**src/rtl/lru_keyed_cache_unit_macros.svh**
```systemverilog
// ----------------------------------------------------------------------------
// LRU keyed cache assertion macros
// Concurrent assertion helpers shared by the cache RTL; empty for synthesis.
// ----------------------------------------------------------------------------
`ifndef LRU_KEYED_CACHE_UNIT_MACROS_SVH
`define LRU_KEYED_CACHE_UNIT_MACROS_SVH

`ifndef SYNTHESIS

// Same-cycle implication, sampled on clk, off while rst_n is low
`define LKC_ASSERT_IMP(lbl, ante, cons) \
    lbl: assert property (@(posedge clk) disable iff (!rst_n) (ante) |-> (cons)) \
        else $error("lru cache: same-cycle check failed");

// Next-cycle implication, sampled on clk, off while rst_n is low
`define LKC_ASSERT_NEXT(lbl, ante, cons) \
    lbl: assert property (@(posedge clk) disable iff (!rst_n) (ante) |=> (cons)) \
        else $error("lru cache: next-cycle check failed");

`else

`define LKC_ASSERT_IMP(lbl, ante, cons)
`define LKC_ASSERT_NEXT(lbl, ante, cons)

`endif

`endif

```
**src/rtl/lkc_pkg.sv**
```systemverilog
// ----------------------------------------------------------------------------
// LRU keyed cache package
// Sizes, operation codes and shared types of the fully associative cache.
// ----------------------------------------------------------------------------
package lkc_pkg;

    // Number of cache slots
    localparam int MAX_ENTRIES = 16;
    // Slot index and recency rank width
    localparam int IDX_W = (MAX_ENTRIES > 1) ? $clog2(MAX_ENTRIES) : 1;
    // Occupancy count width, able to hold MAX_ENTRIES itself
    localparam int CNT_W = $clog2(MAX_ENTRIES + 1);

    localparam int KEY_W  = 31;
    localparam int DATA_W = 64;
    localparam int CAP_W  = 5;
    localparam logic [CAP_W-1:0] CAP_RESET = CAP_W'(16);

    // Width for comparing occupancy against the capacity register
    localparam int CMP_W = (CNT_W > CAP_W) ? CNT_W : CAP_W;

    typedef enum logic
    {
        KIND_GET = 1'b0,
        KIND_PUT = 1'b1
    } kind_t;

    typedef logic [MAX_ENTRIES-1:0][KEY_W-1:0] key_vec_t;
    typedef logic [MAX_ENTRIES-1:0][IDX_W-1:0] age_vec_t;

    // Outcome of the parallel tag compare and slot search
    typedef struct packed
    {
        logic             hit;
        logic [IDX_W-1:0] hit_idx;
        logic             free_ok;
        logic [IDX_W-1:0] free_idx;
        logic             oldest_ok;
        logic [IDX_W-1:0] oldest_idx;
    } lookup_t;

endpackage

```
**src/rtl/lkc_ifs.sv**
```systemverilog
// ----------------------------------------------------------------------------
// LRU keyed cache channels
// Valid/ready request and response channels of the cache.
// ----------------------------------------------------------------------------

// Request channel: one get or put per beat
interface lkc_req_if;
    logic                       valid;
    logic                       ready;
    lkc_pkg::kind_t             kind;
    logic [lkc_pkg::KEY_W-1:0]  lookup_key;
    logic [lkc_pkg::DATA_W-1:0] payload_in;

    modport source (output valid, kind, lookup_key, payload_in, input ready);
    modport sink   (input valid, kind, lookup_key, payload_in, output ready);
endinterface

// Response channel: one result per request
interface lkc_rsp_if;
    logic                       valid;
    logic                       ready;
    logic                       found;
    logic [lkc_pkg::DATA_W-1:0] payload_out;

    modport source (output valid, found, payload_out, input ready);
    modport sink   (input valid, found, payload_out, output ready);
endinterface

```
**src/rtl/lkc_lookup.sv**
```systemverilog
// ----------------------------------------------------------------------------
// LRU keyed cache lookup
// Parallel tag compare, lowest free slot and least recent slot search.
// ----------------------------------------------------------------------------
module lkc_lookup
(
    input  logic [lkc_pkg::KEY_W-1:0]       key,
    input  logic [lkc_pkg::MAX_ENTRIES-1:0] valid,
    input  lkc_pkg::key_vec_t               keys,
    input  lkc_pkg::age_vec_t               ages,
    input  logic [lkc_pkg::CNT_W-1:0]       count,
    output lkc_pkg::lookup_t                res
);

    logic [lkc_pkg::IDX_W-1:0] last_age;

    // The least recent slot holds rank count-1, ranks being distinct
    assign last_age = lkc_pkg::IDX_W'(count - lkc_pkg::CNT_W'(1));

    always_comb
    begin
        res = '0;
        // Compare every valid tag; keys are unique among valid slots
        for (int i = 0; i < lkc_pkg::MAX_ENTRIES; i++)
        begin
            if (valid[i] && keys[i] == key)
            begin
                res.hit     = 1'b1;
                res.hit_idx = lkc_pkg::IDX_W'(i);
            end
            if (valid[i] && ages[i] == last_age && count != '0)
            begin
                res.oldest_ok  = 1'b1;
                res.oldest_idx = lkc_pkg::IDX_W'(i);
            end
        end
        // Pick the lowest free slot
        for (int i = lkc_pkg::MAX_ENTRIES - 1; i >= 0; i--)
        begin
            if (!valid[i])
            begin
                res.free_ok  = 1'b1;
                res.free_idx = lkc_pkg::IDX_W'(i);
            end
        end
    end

endmodule

```
**src/rtl/lru_keyed_cache_unit.sv**
```systemverilog
// ----------------------------------------------------------------------------
// LRU keyed cache unit
// Fully associative key/payload cache with least recently used replacement.
// ----------------------------------------------------------------------------
//
//  Channel | Dir | Handshake     | Beat contents
//  --------+-----+---------------+------------------------------------
//  req     | in  | valid/ready   | kind, lookup_key, payload_in
//  rsp     | out | valid/ready   | found, payload_out
//  cfg     | in  | cfg_we        | cfg_wdata = capacity_in_use
//
//  One beat a cycle sustained while responses are taken; each request
//  waits in the input register, where the tag compare and recency update
//  run, then sits in the response register.
//  Reset clears all slots and sets the capacity to 16; no clearing pass.
//  A stalled response holds the pipeline; the input register still takes
//  a beat while it is empty.
//
`include "lru_keyed_cache_unit_macros.svh"

module lru_keyed_cache_unit
(
    input  logic                      clk,
    input  logic                      rst_n,
    input  logic                      cfg_we,
    input  logic [lkc_pkg::CAP_W-1:0] cfg_wdata,
    lkc_req_if.sink                   req,
    lkc_rsp_if.source                 rsp
);

    localparam int N = lkc_pkg::MAX_ENTRIES;

    // Capacity register
    logic [lkc_pkg::CAP_W-1:0]  cap_reg;

    // Input register
    logic                       in_valid_reg;
    lkc_pkg::kind_t             in_kind_reg;
    logic [lkc_pkg::KEY_W-1:0]  in_key_reg;
    logic [lkc_pkg::DATA_W-1:0] in_data_reg;

    // Response register
    logic                       out_valid_reg;
    logic                       out_found_reg;
    logic [lkc_pkg::DATA_W-1:0] out_data_reg;

    // Slot state
    logic [N-1:0]               valid_reg, valid_next;
    lkc_pkg::age_vec_t          age_reg, age_next;
    logic [lkc_pkg::CNT_W-1:0]  count_reg, count_next;
    lkc_pkg::key_vec_t          key_mem;
    logic [lkc_pkg::DATA_W-1:0] data_mem [N];

    logic                       process;
    lkc_pkg::lookup_t           lk;
    logic [lkc_pkg::CMP_W-1:0]  cap_eff;
    logic                       evict;
    logic                       is_put;
    logic [lkc_pkg::IDX_W-1:0]  ins_idx;
    logic                       key_we;
    logic                       data_we;
    logic [lkc_pkg::IDX_W-1:0]  wr_idx;

    assign process   = in_valid_reg && (!out_valid_reg || rsp.ready);
    assign req.ready = !in_valid_reg || process;
    assign is_put    = (in_kind_reg == lkc_pkg::KIND_PUT);

    assign rsp.valid       = out_valid_reg;
    assign rsp.found       = out_found_reg;
    assign rsp.payload_out = out_data_reg;

    lkc_lookup u_lookup
    (
        .key   (in_key_reg),
        .valid (valid_reg),
        .keys  (key_mem),
        .ages  (age_reg),
        .count (count_reg),
        .res   (lk)
    );

    // Clamp capacity to 1 .. MAX_ENTRIES
    always_comb
    begin
        cap_eff = lkc_pkg::CMP_W'(cap_reg);
        if (cap_eff == '0)
        begin
            cap_eff = lkc_pkg::CMP_W'(1);
        end
        else if (cap_eff > lkc_pkg::CMP_W'(N))
        begin
            cap_eff = lkc_pkg::CMP_W'(N);
        end
    end

    assign evict   = (lkc_pkg::CMP_W'(count_reg) >= cap_eff) && lk.oldest_ok;
    assign ins_idx = evict ? lk.oldest_idx : lk.free_idx;

    // Work out the next valid bits, ranks and count
    always_comb
    begin
        valid_next = valid_reg;
        age_next   = age_reg;
        count_next = count_reg;
        key_we     = 1'b0;
        data_we    = 1'b0;
        wr_idx     = lk.hit_idx;
        if (process)
        begin
            if (lk.hit)
            begin
                // Promote the hit slot; age the ones younger than it
                for (int i = 0; i < N; i++)
                begin
                    if (valid_reg[i] && age_reg[i] < age_reg[lk.hit_idx])
                    begin
                        age_next[i] = age_reg[i] + lkc_pkg::IDX_W'(1);
                    end
                end
                age_next[lk.hit_idx] = '0;
                data_we = is_put;
            end
            else if (is_put && (evict || lk.free_ok))
            begin
                // Insert as newest; every other valid slot ages by one
                for (int i = 0; i < N; i++)
                begin
                    if (valid_reg[i])
                    begin
                        age_next[i] = age_reg[i] + lkc_pkg::IDX_W'(1);
                    end
                end
                age_next[ins_idx]   = '0;
                valid_next[ins_idx] = 1'b1;
                if (!evict)
                begin
                    count_next = count_reg + lkc_pkg::CNT_W'(1);
                end
                key_we  = 1'b1;
                data_we = 1'b1;
                wr_idx  = ins_idx;
            end
        end
    end

    // Control state
    always_ff @(posedge clk or negedge rst_n)
    begin
        if (!rst_n)
        begin
            cap_reg       <= lkc_pkg::CAP_RESET;
            in_valid_reg  <= 1'b0;
            out_valid_reg <= 1'b0;
            valid_reg     <= '0;
            age_reg       <= '0;
            count_reg     <= '0;
        end
        else
        begin
            if (cfg_we)
            begin
                cap_reg <= cfg_wdata;
            end
            if (req.ready)
            begin
                in_valid_reg <= req.valid;
            end
            if (process)
            begin
                out_valid_reg <= 1'b1;
            end
            else if (rsp.ready)
            begin
                out_valid_reg <= 1'b0;
            end
            valid_reg <= valid_next;
            age_reg   <= age_next;
            count_reg <= count_next;
        end
    end

    // Capture the request beat
    always_ff @(posedge clk)
    begin
        if (req.valid && req.ready)
        begin
            in_kind_reg <= req.kind;
            in_key_reg  <= req.lookup_key;
            in_data_reg <= req.payload_in;
        end
    end

    // Load the response; payload only on a get hit
    always_ff @(posedge clk)
    begin
        if (process)
        begin
            out_found_reg <= lk.hit;
            out_data_reg  <= (lk.hit && !is_put) ? data_mem[lk.hit_idx] : '0;
        end
    end

    // Write tag and payload stores
    always_ff @(posedge clk)
    begin
        if (key_we)
        begin
            key_mem[wr_idx] <= in_key_reg;
        end
        if (data_we)
        begin
            data_mem[wr_idx] <= in_data_reg;
        end
    end

    // Checks
    `LKC_ASSERT_IMP(a_count_matches_valid, 1'b1, lkc_pkg::CNT_W'($countones(valid_reg)) == count_reg)
    `LKC_ASSERT_NEXT(a_process_gives_response, process, out_valid_reg)
    `LKC_ASSERT_NEXT(a_put_leaves_entry, process && is_put, count_reg != '0)

endmodule
```
**src/flat_wrapper.sv**
```systemverilog
// flat-port wrapper written by rule: the top's interface ports become plain ports
module lru_keyed_cache_unit_flat 
  (clk, rst_n, cfg_we, cfg_wdata, req_valid, req_kind, req_lookup_key, req_payload_in, req_ready, rsp_valid, rsp_found, rsp_payload_out, rsp_ready);
  lkc_req_if req_i ();
  lkc_rsp_if rsp_i ();
  input  logic clk;
  input  logic rst_n;
  input  logic cfg_we;
  input  logic [lkc_pkg::CAP_W-1:0] cfg_wdata;
  input wire logic [$bits(req_i.valid)-1:0] req_valid;
  input wire logic [$bits(req_i.kind)-1:0] req_kind;
  input wire logic [$bits(req_i.lookup_key)-1:0] req_lookup_key;
  input wire logic [$bits(req_i.payload_in)-1:0] req_payload_in;
  output wire logic [$bits(req_i.ready)-1:0] req_ready;
  output wire logic [$bits(rsp_i.valid)-1:0] rsp_valid;
  output wire logic [$bits(rsp_i.found)-1:0] rsp_found;
  output wire logic [$bits(rsp_i.payload_out)-1:0] rsp_payload_out;
  input wire logic [$bits(rsp_i.ready)-1:0] rsp_ready;
  assign req_i.valid = req_valid;
  assign req_i.kind = req_kind;
  assign req_i.lookup_key = req_lookup_key;
  assign req_i.payload_in = req_payload_in;
  assign req_ready = req_i.ready;
  assign rsp_valid = rsp_i.valid;
  assign rsp_found = rsp_i.found;
  assign rsp_payload_out = rsp_i.payload_out;
  assign rsp_i.ready = rsp_ready;
  lru_keyed_cache_unit u_core (.clk(clk), .rst_n(rst_n), .cfg_we(cfg_we), .cfg_wdata(cfg_wdata), .req(req_i), .rsp(rsp_i));
endmodule
```
**config.mk**
```make
export PLATFORM = sky130hd
export DESIGN_NAME = lru_keyed_cache_unit_flat
export DESIGN_NICKNAME = d
export VERILOG_FILES = /design/src/rtl/lkc_pkg.sv /design/src/rtl/lkc_ifs.sv /design/src/rtl/lkc_lookup.sv /design/src/rtl/lru_keyed_cache_unit.sv /design/src/flat_wrapper.sv
export VERILOG_INCLUDE_DIRS = /design/src /design/src/rtl
export SDC_FILE = /design/constraint.sdc
export NUM_CORES = 2
export LEC_CHECK = 0
export BUFFER_PORTS_ARGS = -buffer_cell sky130_fd_sc_hd__clkbuf_2
export CAP_MARGIN = 30
export CORE_UTILIZATION = 30
export CTS_CLUSTER_SIZE = 16
export DETAILED_ROUTE_END_ITERATION = 7
export GPL_TIMING_DRIVEN = 0
export PLACE_DENSITY = 0.53
export SLEW_MARGIN = 10
export SYNTH_ARGS = -nofsm -noshare
export SYNTH_HDL_FRONTEND = slang
export SYNTH_SLANG_ARGS = --single-unit
```
**constraint.sdc**
```tcl
create_clock -name clk -period 14.75 [get_ports clk]
set_input_delay 2.95 -clock clk [delete_from_list [all_inputs] [get_ports clk]]
set_output_delay 2.95 -clock clk [all_outputs]
set_load 0.005 [all_outputs]
```
==> flow_summary.ini <==
[final_layout]
drive_gt1_share_pct = 12.7
reg.largest.list = u_core.data_mem: 1024 flops, u_core.key_mem: 496 flops
final_area_mm2 = 0.0919
syn_to_final_growth_pct = 18.5
regArea_mm2 = 0.0528
nets = 6448
max_flop_register = u_core.data_mem
fillers = 24700
multiInputGateArea_mm2 = 0.0233
largest_reg_flops = 1024

[synthesis]
yosys.area.top_type = edfxtp_1
yosys_warnings = 0
ys.flop_type = edfxtp_1
synth.top_cells.by_area = edfxtp_1, nand2_1, xnor2_1
synth_area_mm2 = 0.0775
synth_top_area_share_pct = 65.1
netlist_instances = 5770
yosysMostFrequentCell = edfxtp_1
async_flop_share_pct = 5.19
yosysUniqueCellTypes = 111
synth_fp_nets = 5948
synth_common_cells = edfxtp_1, nand2_1, xnor2_1
syn_area_per_cell_um2 = 13.4
yosysSeqAreaShare_pct = 68.1
synth_seq_cells = 1773
synth_edf_count = 1681

[drt]
drt_wl_total_um = 272000
postRouteAntennaNets = 0
drc = 0
drt_iter0_drc = 5975
firstDrtPassIters = 7
via_per_inst = 5.36
wl_per_cell_um = 27.8
vias = 52600

[sta]
fmax_mhz = 109
worstMarginPinSlew_ns = 1.13
final-setup-viol-count = 0
finalCritPeriodShare_pct = 62.4
post-route-min-period_ns = 9.20
slew-limit-headroom_pct = 24.4
drv_slew = 0
rsz0062_at_grt = no
final_hold_viol_count = 0
worst_clock_skew_ns = 0.109
tns_ns = 0

[critical_path]
crit_top_cell = clkbuf_1
crit_slowest_cell = edfxtp_1
crit_buf_inv = 7
r2r_end = u_core.age_reg[25]
cp_top_family = buffers and inverters
r2r-start = u_core.in_key_reg[24]
crit_path_cell_trace = buf_2 > buf_2 > xnor2_1 > nand4_1 > nor4_1 > o211ai_1 > a211oi_1 > o2111ai_2 > nand2_1 > clkbuf_1 > clkbuf_1 > buf_6 > clkbuf_1 > a21oi_1 > a21oi_4 > buf_16 > ha_1 > a211oi_1 > nand2_1 > o21ai_2 > mux2i_1 > o21ai_0
cp-start-kind = flop
max_stage_delay_ns = 0.96
cp_max_fo = 11
worst_setup_path_end_kind = flop
crit_required_ns = 15.41
crit_type = flop to flop
reg2reg_slack_ns = 5.55
worstPathArrival_ns = 9.87
r2r_cells = 22
crit_path_start = u_core.in_key_reg[24]

[placement]
portBuffers = 172
placedInstanceArea_mm2 = 0.0856
hpwl_um = 189000
routabilityCongestion = 0.933

[die]
fp.dieArea_mm2 = 0.260
ioPinCount = 173
core_area_mm2 = 0.257
die_y_um = 510
placement_rows = 186
fp.dieW_um = 510
start_util_pct = 30.2

[worst_hold_path]
hold_start = u_core.in_valid_reg
hold_path_end = u_core.rsp.valid
holdPathStages = 1
hold_class = flop to flop

[grt]
grt_max_degree = 86
overflow = 0
antenna_found_initial = 14
grt_pass1_vias = 50700
grt_pass1_wl_um = 381000
grt_usage_pct = 20.6

[power_and_ir_drop]
p_leak_uw = 0.0308
ir_drop_v = 0.000131
power_density_mw_per_mm2 = 145

[clock_network]
cts_hold_buf = 0
cts_buffers = 192
post-cts-setup-buffer-count = 0
path_clk_slew_ns = 0.06
cts.repair.resized = 0
clk_latency_ns = 0.90
clock_tree.root_cell = clkbuf_16
cts_tree = built
clock_path_buffers = 3
htreeDepth = 4
clock-sinks = 1773

[outcome]
status = complete, no violations

[job]
drv_cap = 0
## how the worst max path moves through the flow
stage / to / slack, ns / cells after the start
finish: u_core.age_reg[25] / 5.55 / 22
detailed placement: u_core.age_reg[14] / 5.90 / 24
floorplan: u_core.data_mem[0][0] / 5.50 / 8
global route: u_core.age_reg[22] / 5.54 / 23
global placement: u_core.data_mem[14][51] / -1.72 / 9
CTS: u_core.age_reg[22] / 5.79 / 22
## layout by cell type (no fill, tap or decap), drive strengths merged, types with 9 or more instances in the layout
| master | n |
|---|---|
| o31ai | 12 |
| clkbuf | 609 |
| and2 | 20 |
| nand2b | 28 |
| nand4 | 205 |
| o21ai | 117 |
| ha | 72 |
| a21o | 15 |
| nor3 | 35 |
| xor2 | 162 |
| or2 | 14 |
| nor4 | 99 |
| nand2 | 976 |
| nor2 | 125 |
| o311ai | 19 |
| clkinv | 76 |
| edfxtp | 1681 |
| a21oi | 193 |
| o21bai | 13 |
| a32oi | 16 |
| and3 | 173 |
| bufinv | 16 |
| buf | 263 |
| xnor2 | 387 |
| a211oi | 62 |
| clkinvlp | 11 |
| nand4b | 9 |
| xnor3 | 16 |
| mux2 | 28 |
| o21a | 13 |
| a31oi | 84 |
| o211ai | 150 |
| or4 | 17 |
| inv | 62 |
| a22oi | 17 |
| nand3 | 225 |
| nor2b | 24 |
| dfrtp | 91 |
| and4 | 10 |
| mux2i | 137 |
## logic make-up after synthesis
| kind of cell | share of synthesized area (%) |
|---|---|
| flops | 68.1 |
| buf+inv | 2.22 |
| mux | 2.18 |
| fa+ha+maj | 1.16 |
| simple gates | 12.5 |
| compound gates | 7.16 |
| xor+xnor | 6.68 |
## report_power, final
| group | internal (uW) | leakage (uW) | switching (uW) |
|---|---|---|---|
| combinational | 924 | 0.0115 | 1510 |
| sequential | 5780 | 0.0164 | 314 |
| clock | 2720 | 0.00300 | 2100 |
| total | 9430 | 0.0308 | 3920 |
## metrics by stage
stage / instances / utilization (%) / setup slack, ns / hold WS (ns) / total power, uW
floorplan: 5770 / - / 5.50 / 0.457 / 7650
global placement: 9326 / 32.2 / -1.72 / 0.476 / 8420
detailed placement: 9454 / 33.3 / 5.90 / 0.488 / 8570
CTS: 9805 / 35.7 / 5.79 / 0.504 / 13400
global route: 9812 / 35.8 / 5.54 / 0.539 / 13800
finish: 9819 / 35.8 / 5.55 / 0.489 / 13300
## worst register-to-register path: cells and delay by family, from the launching register on
kind / cells / cell delay, ns
buffers and inverters: 7 / 3.40
AO/OA/AOI/OAI: 8 / 2.42
AND/OR/NAND/NOR: 4 / 1.46
flip-flops: 1 / 0.96
adder cells (fa/ha/maj): 1 / 0.28
XOR/XNOR: 1 / 0.23
multiplexers: 1 / 0.23
## per-layer routing
layer | routed length (um) | part of all wire, % | global-route usage, %
met5 | 34 | 0.012 | 0
met4 | 12000 | 4.4 | 8.74
met3 | 20600 | 7.6 | 3.18
met2 | 125000 | 46 | 32.6
met1 | 115000 | 42 | 27.9
## cell type report
cell class	count	share of cell area, %
diodes	8	0.0218
plain buffers	320	1.63
clock buffers	246	5.49
clock inverters	105	1.33
inverters	60	0.250
multi-input cells	3617	25.4
flip-flops and latches	1773	57.4
well taps	3384	4.61
repair buffers	306	3.88
No activity file was read; power rests on OpenSTA's default activity.
